### src/design/lspf_pkg.sv
package lspf_pkg;

    localparam int MAX_POINTS = 65536;
    localparam int COORD_W    = 16;
    localparam int SQ_W       = 48;
    localparam int LIN_W      = 34;
    localparam int CNT_W      = $clog2(MAX_POINTS + 1);
    localparam int PROD_W     = 2 * COORD_W;
    localparam int COEF_W     = 32;

    // Matrix entry, pair difference, product, determinant, dividend, remainder.
    localparam int MW  = SQ_W;
    localparam int PW  = 2 * MW + 1;
    localparam int RW  = MW + PW;
    localparam int DW  = RW + 2;
    localparam int NW  = DW + 18;
    localparam int RMW = DW + 2;
    localparam int IT_W = $clog2(NW);

    localparam int STEP_W    = 4;
    localparam int LAST_STEP = 8;
    localparam int SH_AB     = 17;
    localparam int SH_C      = 9;

    typedef enum logic [1:0] {PH_A, PH_B, PH_C, PH_DET} phase_t;

    typedef enum logic [2:0] {WB_T, WB_D, WB_LOAD, WB_SUB, WB_ADD} wb_kind_t;

    typedef struct packed {
        logic                acc_en;
        logic                solve_start;
        logic                mul_load;
        logic                mul_step;
        logic                mul_last;
        logic                mul_wb;
        logic                abs_en;
        logic                div_load;
        logic                div_step;
        logic                div_wb;
        logic                out_load;
        logic [STEP_W-1:0]   step;
        phase_t              phase;
    } lspf_cmd_t;

    typedef struct packed {
        logic det_zero;
    } lspf_sts_t;

    // Entries are numbered row * 3 + column.
    function automatic logic [3:0] step_a_idx(input logic [STEP_W-1:0] step);
        logic [3:0] idx;
        case (step) inside
            4'd0, 4'd7: idx = 4'd4;
            4'd1, 4'd4: idx = 4'd5;
            4'd2:       idx = 4'd0;
            4'd3, 4'd6: idx = 4'd3;
            4'd5:       idx = 4'd1;
            default:    idx = 4'd2;
        endcase
        return idx;
    endfunction

    function automatic logic [3:0] step_b_idx(input logic [STEP_W-1:0] step);
        logic [3:0] idx;
        case (step) inside
            4'd1, 4'd6: idx = 4'd7;
            4'd4, 4'd7: idx = 4'd6;
            default:    idx = 4'd8;
        endcase
        return idx;
    endfunction

    function automatic wb_kind_t step_kind(input logic [STEP_W-1:0] step);
        wb_kind_t k;
        case (step) inside
            4'd0, 4'd3, 4'd6: k = WB_T;
            4'd1, 4'd4, 4'd7: k = WB_D;
            4'd2:             k = WB_LOAD;
            4'd5:             k = WB_SUB;
            default:          k = WB_ADD;
        endcase
        return k;
    endfunction

endpackage

### src/design/lspf_ctrl.sv
module lspf_ctrl (
    input  logic                clk,
    input  logic                rst_n,
    input  logic                in_valid,
    input  logic                last_point,
    input  logic                out_stall,
    input  lspf_pkg::lspf_sts_t sts,
    output logic                in_stall,
    output logic                out_valid,
    output lspf_pkg::lspf_cmd_t cmd
);
    import lspf_pkg::*;

    typedef enum logic [3:0] {
        S_IDLE, S_MUL_LOAD, S_MUL_RUN, S_MUL_WB, S_ABS, S_CHECK,
        S_DIV_LOAD, S_DIV_RUN, S_DIV_WB, S_DONE
    } state_t;

    state_t              state_reg, state_next;
    logic [STEP_W-1:0]   step_reg, step_next;
    phase_t              phase_reg, phase_next;
    logic [IT_W-1:0]     cnt_reg, cnt_next;
    logic                out_valid_reg, out_valid_next;
    logic                accept;

    assign in_stall  = (state_reg != S_IDLE);
    assign out_valid = out_valid_reg;
    assign accept    = in_valid && !in_stall;

    always_comb
    begin
        state_next = state_reg;
        step_next  = step_reg;
        phase_next = phase_reg;
        cnt_next   = cnt_reg;
        cmd        = '0;
        cmd.step   = step_reg;
        cmd.phase  = phase_reg;
        case (state_reg)
            S_IDLE:
            begin
                cmd.acc_en = accept;
                if (accept && last_point)
                begin
                    cmd.solve_start = 1'b1;
                    phase_next      = PH_DET;
                    step_next       = '0;
                    state_next      = S_MUL_LOAD;
                end
            end
            S_MUL_LOAD:
            begin
                cmd.mul_load = 1'b1;
                cnt_next     = '0;
                state_next   = S_MUL_RUN;
            end
            S_MUL_RUN:
            begin
                cmd.mul_step = 1'b1;
                cmd.mul_last = (cnt_reg == IT_W'(MW - 1));
                cnt_next     = cnt_reg + 1'b1;
                if (cmd.mul_last)
                begin
                    state_next = S_MUL_WB;
                end
            end
            S_MUL_WB:
            begin
                cmd.mul_wb = 1'b1;
                if (step_reg == STEP_W'(LAST_STEP))
                begin
                    state_next = S_ABS;
                end
                else
                begin
                    step_next  = step_reg + 1'b1;
                    state_next = S_MUL_LOAD;
                end
            end
            S_ABS:
            begin
                cmd.abs_en = 1'b1;
                state_next = (phase_reg == PH_DET) ? S_CHECK : S_DIV_LOAD;
            end
            S_CHECK:
            begin
                if (sts.det_zero)
                begin
                    state_next = S_DONE;
                end
                else
                begin
                    phase_next = PH_A;
                    step_next  = '0;
                    state_next = S_MUL_LOAD;
                end
            end
            S_DIV_LOAD:
            begin
                cmd.div_load = 1'b1;
                cnt_next     = '0;
                state_next   = S_DIV_RUN;
            end
            S_DIV_RUN:
            begin
                cmd.div_step = 1'b1;
                cnt_next     = cnt_reg + 1'b1;
                if (cnt_reg == IT_W'(NW - 1))
                begin
                    state_next = S_DIV_WB;
                end
            end
            S_DIV_WB:
            begin
                cmd.div_wb = 1'b1;
                if (phase_reg == PH_C)
                begin
                    state_next = S_DONE;
                end
                else
                begin
                    phase_next = phase_t'(phase_reg + 1'b1);
                    step_next  = '0;
                    state_next = S_MUL_LOAD;
                end
            end
            S_DONE:
            begin
                if (!out_valid_reg || !out_stall)
                begin
                    cmd.out_load = 1'b1;
                    state_next   = S_IDLE;
                end
            end
            default:
            begin
                state_next = S_IDLE;
            end
        endcase

        out_valid_next = out_valid_reg;
        if (cmd.out_load)
        begin
            out_valid_next = 1'b1;
        end
        else if (out_valid_reg && !out_stall)
        begin
            out_valid_next = 1'b0;
        end
    end

    always_ff @(posedge clk or negedge rst_n)
    begin
        if (!rst_n)
        begin
            state_reg     <= S_IDLE;
            step_reg      <= '0;
            phase_reg     <= PH_DET;
            cnt_reg       <= '0;
            out_valid_reg <= 1'b0;
        end
        else
        begin
            state_reg     <= state_next;
            step_reg      <= step_next;
            phase_reg     <= phase_next;
            cnt_reg       <= cnt_next;
            out_valid_reg <= out_valid_next;
        end
    end

endmodule

### config.mk
export PLATFORM = sky130hd
export DESIGN_NAME = lspf_ctrl
export DESIGN_NICKNAME = d
export VERILOG_FILES = /design/src/design/lspf_pkg.sv /design/src/design/lspf_ctrl.sv
export SDC_FILE = /design/constraint.sdc
export NUM_CORES = 1
export LEC_CHECK = 0
export ABC_AREA = 1
export BUFFER_PORTS_ARGS = -buffer_cell sky130_fd_sc_hd__clkbuf_2
export CORE_MARGIN = 5
export CORE_UTILIZATION = 55
export CTS_CLUSTER_DIAMETER = 30
export DETAILED_ROUTE_END_ITERATION = 16
export PLACE_DENSITY = 0.79
export SYNTH_ARGS = -nofsm -noshare
export SYNTH_HDL_FRONTEND = slang
export SYNTH_SLANG_ARGS = --single-unit
### constraint.sdc
create_clock -name clk -period 1.9 [get_ports clk]
set_input_delay 0 -clock clk [delete_from_list [all_inputs] [get_ports clk]]
set_output_delay 0 -clock clk [all_outputs]
set_load 0.01 [all_outputs]
* Yosys cells after proc, flatten, opt, wreduce, memory -nomap -nowiden
Cells that the tools add are included.
Word-level totals: input port bits 6, output and inout port bits 19, register bits 19, logic and storage cells 79
Cells by class: add/subtract/negate cells 3, equal/unequal tests 21, reduce and logical (&&, ||, !) cells 18, multiplexer cells 32
Operators by type and width (number):
- 4-bit 2-to-1 mux | 10
- 4-bit case mux with 10 select lines | 1
- 4-bit by 3-bit equality test with 1-bit output (second input constant) | 4
- 4-bit case mux with 4 select lines | 1
- 8-bit case mux with 2 select lines | 1
- 2-bit inequality test (second input constant) | 7
- 4-bit equality test (second input constant) | 3
- 2-bit 2-to-1 mux | 6
- 1-bit 2-to-1 mux | 11
- 8-bit by 1-bit adder with 8-bit output (second input constant) | 1
- 4-bit by 2-bit equality test with 1-bit output (second input constant) | 2
- 8-bit by 6-bit equality test with 1-bit output (second input constant) | 1
- 8-bit equality test (second input constant) | 1
- 4-bit AND reduction | 2
- 4-bit nonzero test | 2
- 2-bit case mux with 3 select lines | 1
- 5-bit AND reduction | 1
- 4-bit by 1-bit adder with 4-bit output (second input constant) | 1
- 2-bit equality test (second input constant) | 2
- 4-bit by 1-bit equality test with 1-bit output (second input constant) | 1
- 4-bit zero test | 1
- 2-bit nonzero test | 2
- 2-bit OR reduction | 2
- 1-bit logical AND | 3
- 5 further kinds | 7

* Longest topological paths before layout
depth in word-level cells 6, gate-level depth with buffers 10, gate-level depth less buffers 10

* Worst setup path before layout
No wires, ideal clock.
kind reg-to-reg, start point register phase_reg[0], end point register step_reg[3], cell stages (with the launch flop) 9, arrival time 1.248 ns, data required time 1.780 ns, clock period less this slack 1.368 ns, path slack 0.532 ns, library setup time 0.120 ns, path buffers 0, path through dfstp_2 -> inv_1 -> ha_1 -> nand3_1 -> nand2_1 -> inv_2 -> nand3_4 -> nand2_1 -> nand2_1
On the way: cells in the longest elaborated chain, start to end 3
RTL lines:
- from (decl) | line lspf_ctrl.sv:21 | phase_t phase_reg, phase_next;
- from (signal assigned) | line lspf_ctrl.sv:166 | phase_reg <= phase_next;
- 2-bit equality test | line lspf_ctrl.sv:116 | if (phase_reg == PH_C)
- 2-bit inequality test (no line)
- 5-bit AND reduction (no line)
- to (signal assigned) | line lspf_ctrl.sv:165 | step_reg <= step_next;
- to (decl) | line lspf_ctrl.sv:20 | logic [STEP_W-1:0] step_reg, step_next;
Every way passes these cells. A chain may end at the register's enable or synchronous reset.

==> flow_summary_export.csv <==
group,metric,value,unit
placement,routabilityCongestion,0.9648,
floorplan,row_count,17,
outcome,status,"finished, final reports clean",
timing,final_max_slew_viol_count,0,
yosys,yosysSeqAreaShare,0.3563,
placement,place_ws,0.4106,ns
clock_network,cts-buffers-inserted,3,
yosys,synth_top_area_frac,0.3172,
timing,finalClockSkew,0.009289,ns
final_layout,final_layout_size_suffix_gt1_frac,0.2063,
placement,dp.cells,245,
final_layout,final_nets,236,
timing,hold_viol,0,
floorplan,coreArea,2276,um2
global_route,grt_max_degree,20,
setup_path,cp_max_fo,5,
final_layout,largest_reg_flops,8,
hold_path,holdCritPathClass,"in -> reg",
clock_network,path_clk_slew,0.11,ns
floorplan,ioPinCount,25,
timing,setup_slack,0.3045,ns
drt,ant_nets,0,
power_and_ir_drop,leakagePower,0.8906,nW
clock_network,cts_sinks,19,
yosys,synth_area_leader_cell,"dfrtp_1",
final_layout,fill_cells,206,
global_route,grt_pass1_wl,5.230,mm
yosys,synthCells,194,
clock_network,post_cts_buffers,0,
floorplan,die_y,59.39,um
timing,timing.final.crit_share,0.8398,
timing,rsz0062_at_grt,"false",
drt,routedWlPerCell,11.95,um
placement,io_buffers,24,
global_route,grt_pass1_vias,1242,
clock_network,cts_resized,0,
final_layout,fin_cells,251,
setup_path,criticalPathCategory,"reg -> out",
power_and_ir_drop,power,0.6235,mW
clock_network,cts_buffer_depth,2,
yosys,ys_warn_count,0,
timing,slew_headroom,0.5903,
yosys,yosysUniqueCellTypes,27,
floorplan,die_x,59.39,um
floorplan,initial_core_util,0.5893,
final_layout,syn2layout_area_growth,14.46,%
drt,drcViolationCount,0,
clock_network,htreeDepth,1,
clock_network,cts_root_buf,"clkbuf_4",
placement,dpl.hpwl,2.447,mm
job,maxCapViolCount,0,
timing,layout_min_cycle_time,1.596,ns
hold_path,whs_path_depth,5,
drt,drtIter0Drc,54,
timing,holdWs,0.1148,ns
power_and_ir_drop,ir_worst_vdd,0.4520,mV
setup_path,cp.required,1.90,ns
final_layout,insertedDiodeCount,0,
setup_path,crit_path_start_kind,"register",
drt,first_pass_iters,4,
setup_path,worstPathArrival,1.60,ns
yosys,syn-cell-area,1341,um2
drt,vias,1319,
placement,place_area,1489,um2
timing,final.setup.tns,0,ns
setup_path,worst-r2r-cell-count,8,
timing,fmax,626.7,MHz
global_route,grt_use_total,0.1903,
yosys,synth_area_per_cell,6.914,um2
clock_network,insertion_delay,0.29,ns
drt,routed_wirelength,2.999,mm
drt,vias_per_cell,5.255,
final_layout,final_core_util,0.6745,
power_and_ir_drop,pwr_density_cell,406.1,nW/um2
floorplan,fp.dieArea,3527,um2
timing,worst_slew_pin_slew,0.6118,ns
timing,finalSetupViolCount,0,
yosys,synth_nets,206,
yosys,synth.area.top_cells,"dfrtp_1 (32%), nand2_1 (15%), inv_1 (9.0%)",
final_layout,fin_area,1535,um2
yosys,synth_seq_cells,19,
clock_network,cts_tree,"built",
setup_path,endpoint_kind,"primary output",
global_route,antenna_found_initial,0,
global_route,grt.overflow.total,0,
[area by class of cell]
type	instances	area (um2)	area share
Multi-Input combinational cell	138	720.7	0.4694
Sequential cell	19	478.0	0.3113
Timing Repair Buffer	26	140.1	0.09128
Inverter	36	135.1	0.08802
Tap cell	28	35.03	0.02282
Clock buffer	4	26.28	0.01711
[cell usage after synthesis (all sizes together)]
cell    number
nand2       59
inv         36
nor2        26
nand3       19
dfrtp       17
o21ai       11
ha           6
nand4        5
a21oi        2
dfstp        2
o211ai       2
o22ai        2
buf          1
nor3         1
o21bai       1
o221ai       1
or2          1
xnor2        1
xor2         1
[worst paths after layout]
| path | from | to | slack, ns |
|---|---|---|---|
| worst max-delay path | state_reg[2] | cmd[12] | 0.30 |
| worst min-delay path | in_valid | phase_reg[1] | 0.11 |
| worst max register to register | state_reg[2] | state_reg[3] | 0.37 |
| worst min register to register | phase_reg[0] | phase_reg[0] | 0.49 |
| max in group asynchronous | rst_n | phase_reg[1] | 1.37 |
| min in group asynchronous | rst_n | state_reg[2] | 0.17 |
[kinds of logic after synthesis]
| logic type | count (synthesis) | synth area share |
|---|---|---|
| DFF | 19 | 0.3563 |
| and+or+nand+nor | 111 | 0.3871 |
| adders and majority gates | 6 | 0.05597 |
| xor gates and xnor gates | 2 | 0.01306 |
| AOI/OAI and AO/OA | 19 | 0.08115 |
| buffers and inverters | 37 | 0.1063 |
[power breakdown]
group          internal, mW         switching (mW)  total, mW
combinational       0.00663                 0.0110     0.0176
clock                0.0817                  0.120      0.201
sequential            0.404  0.0000000000000000512      0.404
[metal layers]
| layer | vias to the layer above | global-route usage | part of all wire |
|---|---|---|---|
| met5 | - | 0 | 0 |
| met4 | 0 | 0.04854 | 0.011 |
| met3 | 6 | 0.03486 | 0.054 |
| met2 | 39 | 0.3167 | 0.48 |
| met1 | 605 | 0.2527 | 0.45 |
| li1 | 669 | - | - |
[worst max-delay path, cell delays in order (launching register included)]
cell and delay, ns:
dfrtp_1 0.44, nor2_2 0.27, nand3_1 0.24, nor2_1 0.19, clkbuf_2 0.15
[timing repair]
action | in CTS | in global routing
hold endpoints to repair | 20 | 0
hold buffers | 2 | 0
setup endpoints to repair | 0 | 0
[cell usage in the layout, fill, tap and decap left out, types with 2 or more instances in the layout]
| cell | synthesis | final |
|---|---|---|
| nand4_1 | 5 | 5 |
| inv_1 | 32 | 32 |
| nor2_2 | 4 | 4 |
| nand2_1 | 54 | 54 |
| a21oi_1 | 2 | 2 |
| nand3_1 | 17 | 17 |
| dfrtp_1 | 17 | 17 |
| dfstp_2 | 2 | 2 |
| clkbuf_2 | 0 | 24 |
| ha_1 | 6 | 6 |
| nand2_4 | 3 | 3 |
| clkbuf_4 | 0 | 3 |
| o211ai_1 | 2 | 2 |
| dlygate4sd3_1 | 0 | 2 |
| o22ai_1 | 2 | 2 |
| inv_2 | 4 | 4 |
| nand2_2 | 2 | 2 |
| nor2_1 | 21 | 21 |
| o21ai_0 | 10 | 10 |
(Power assumes the default switching activity.)
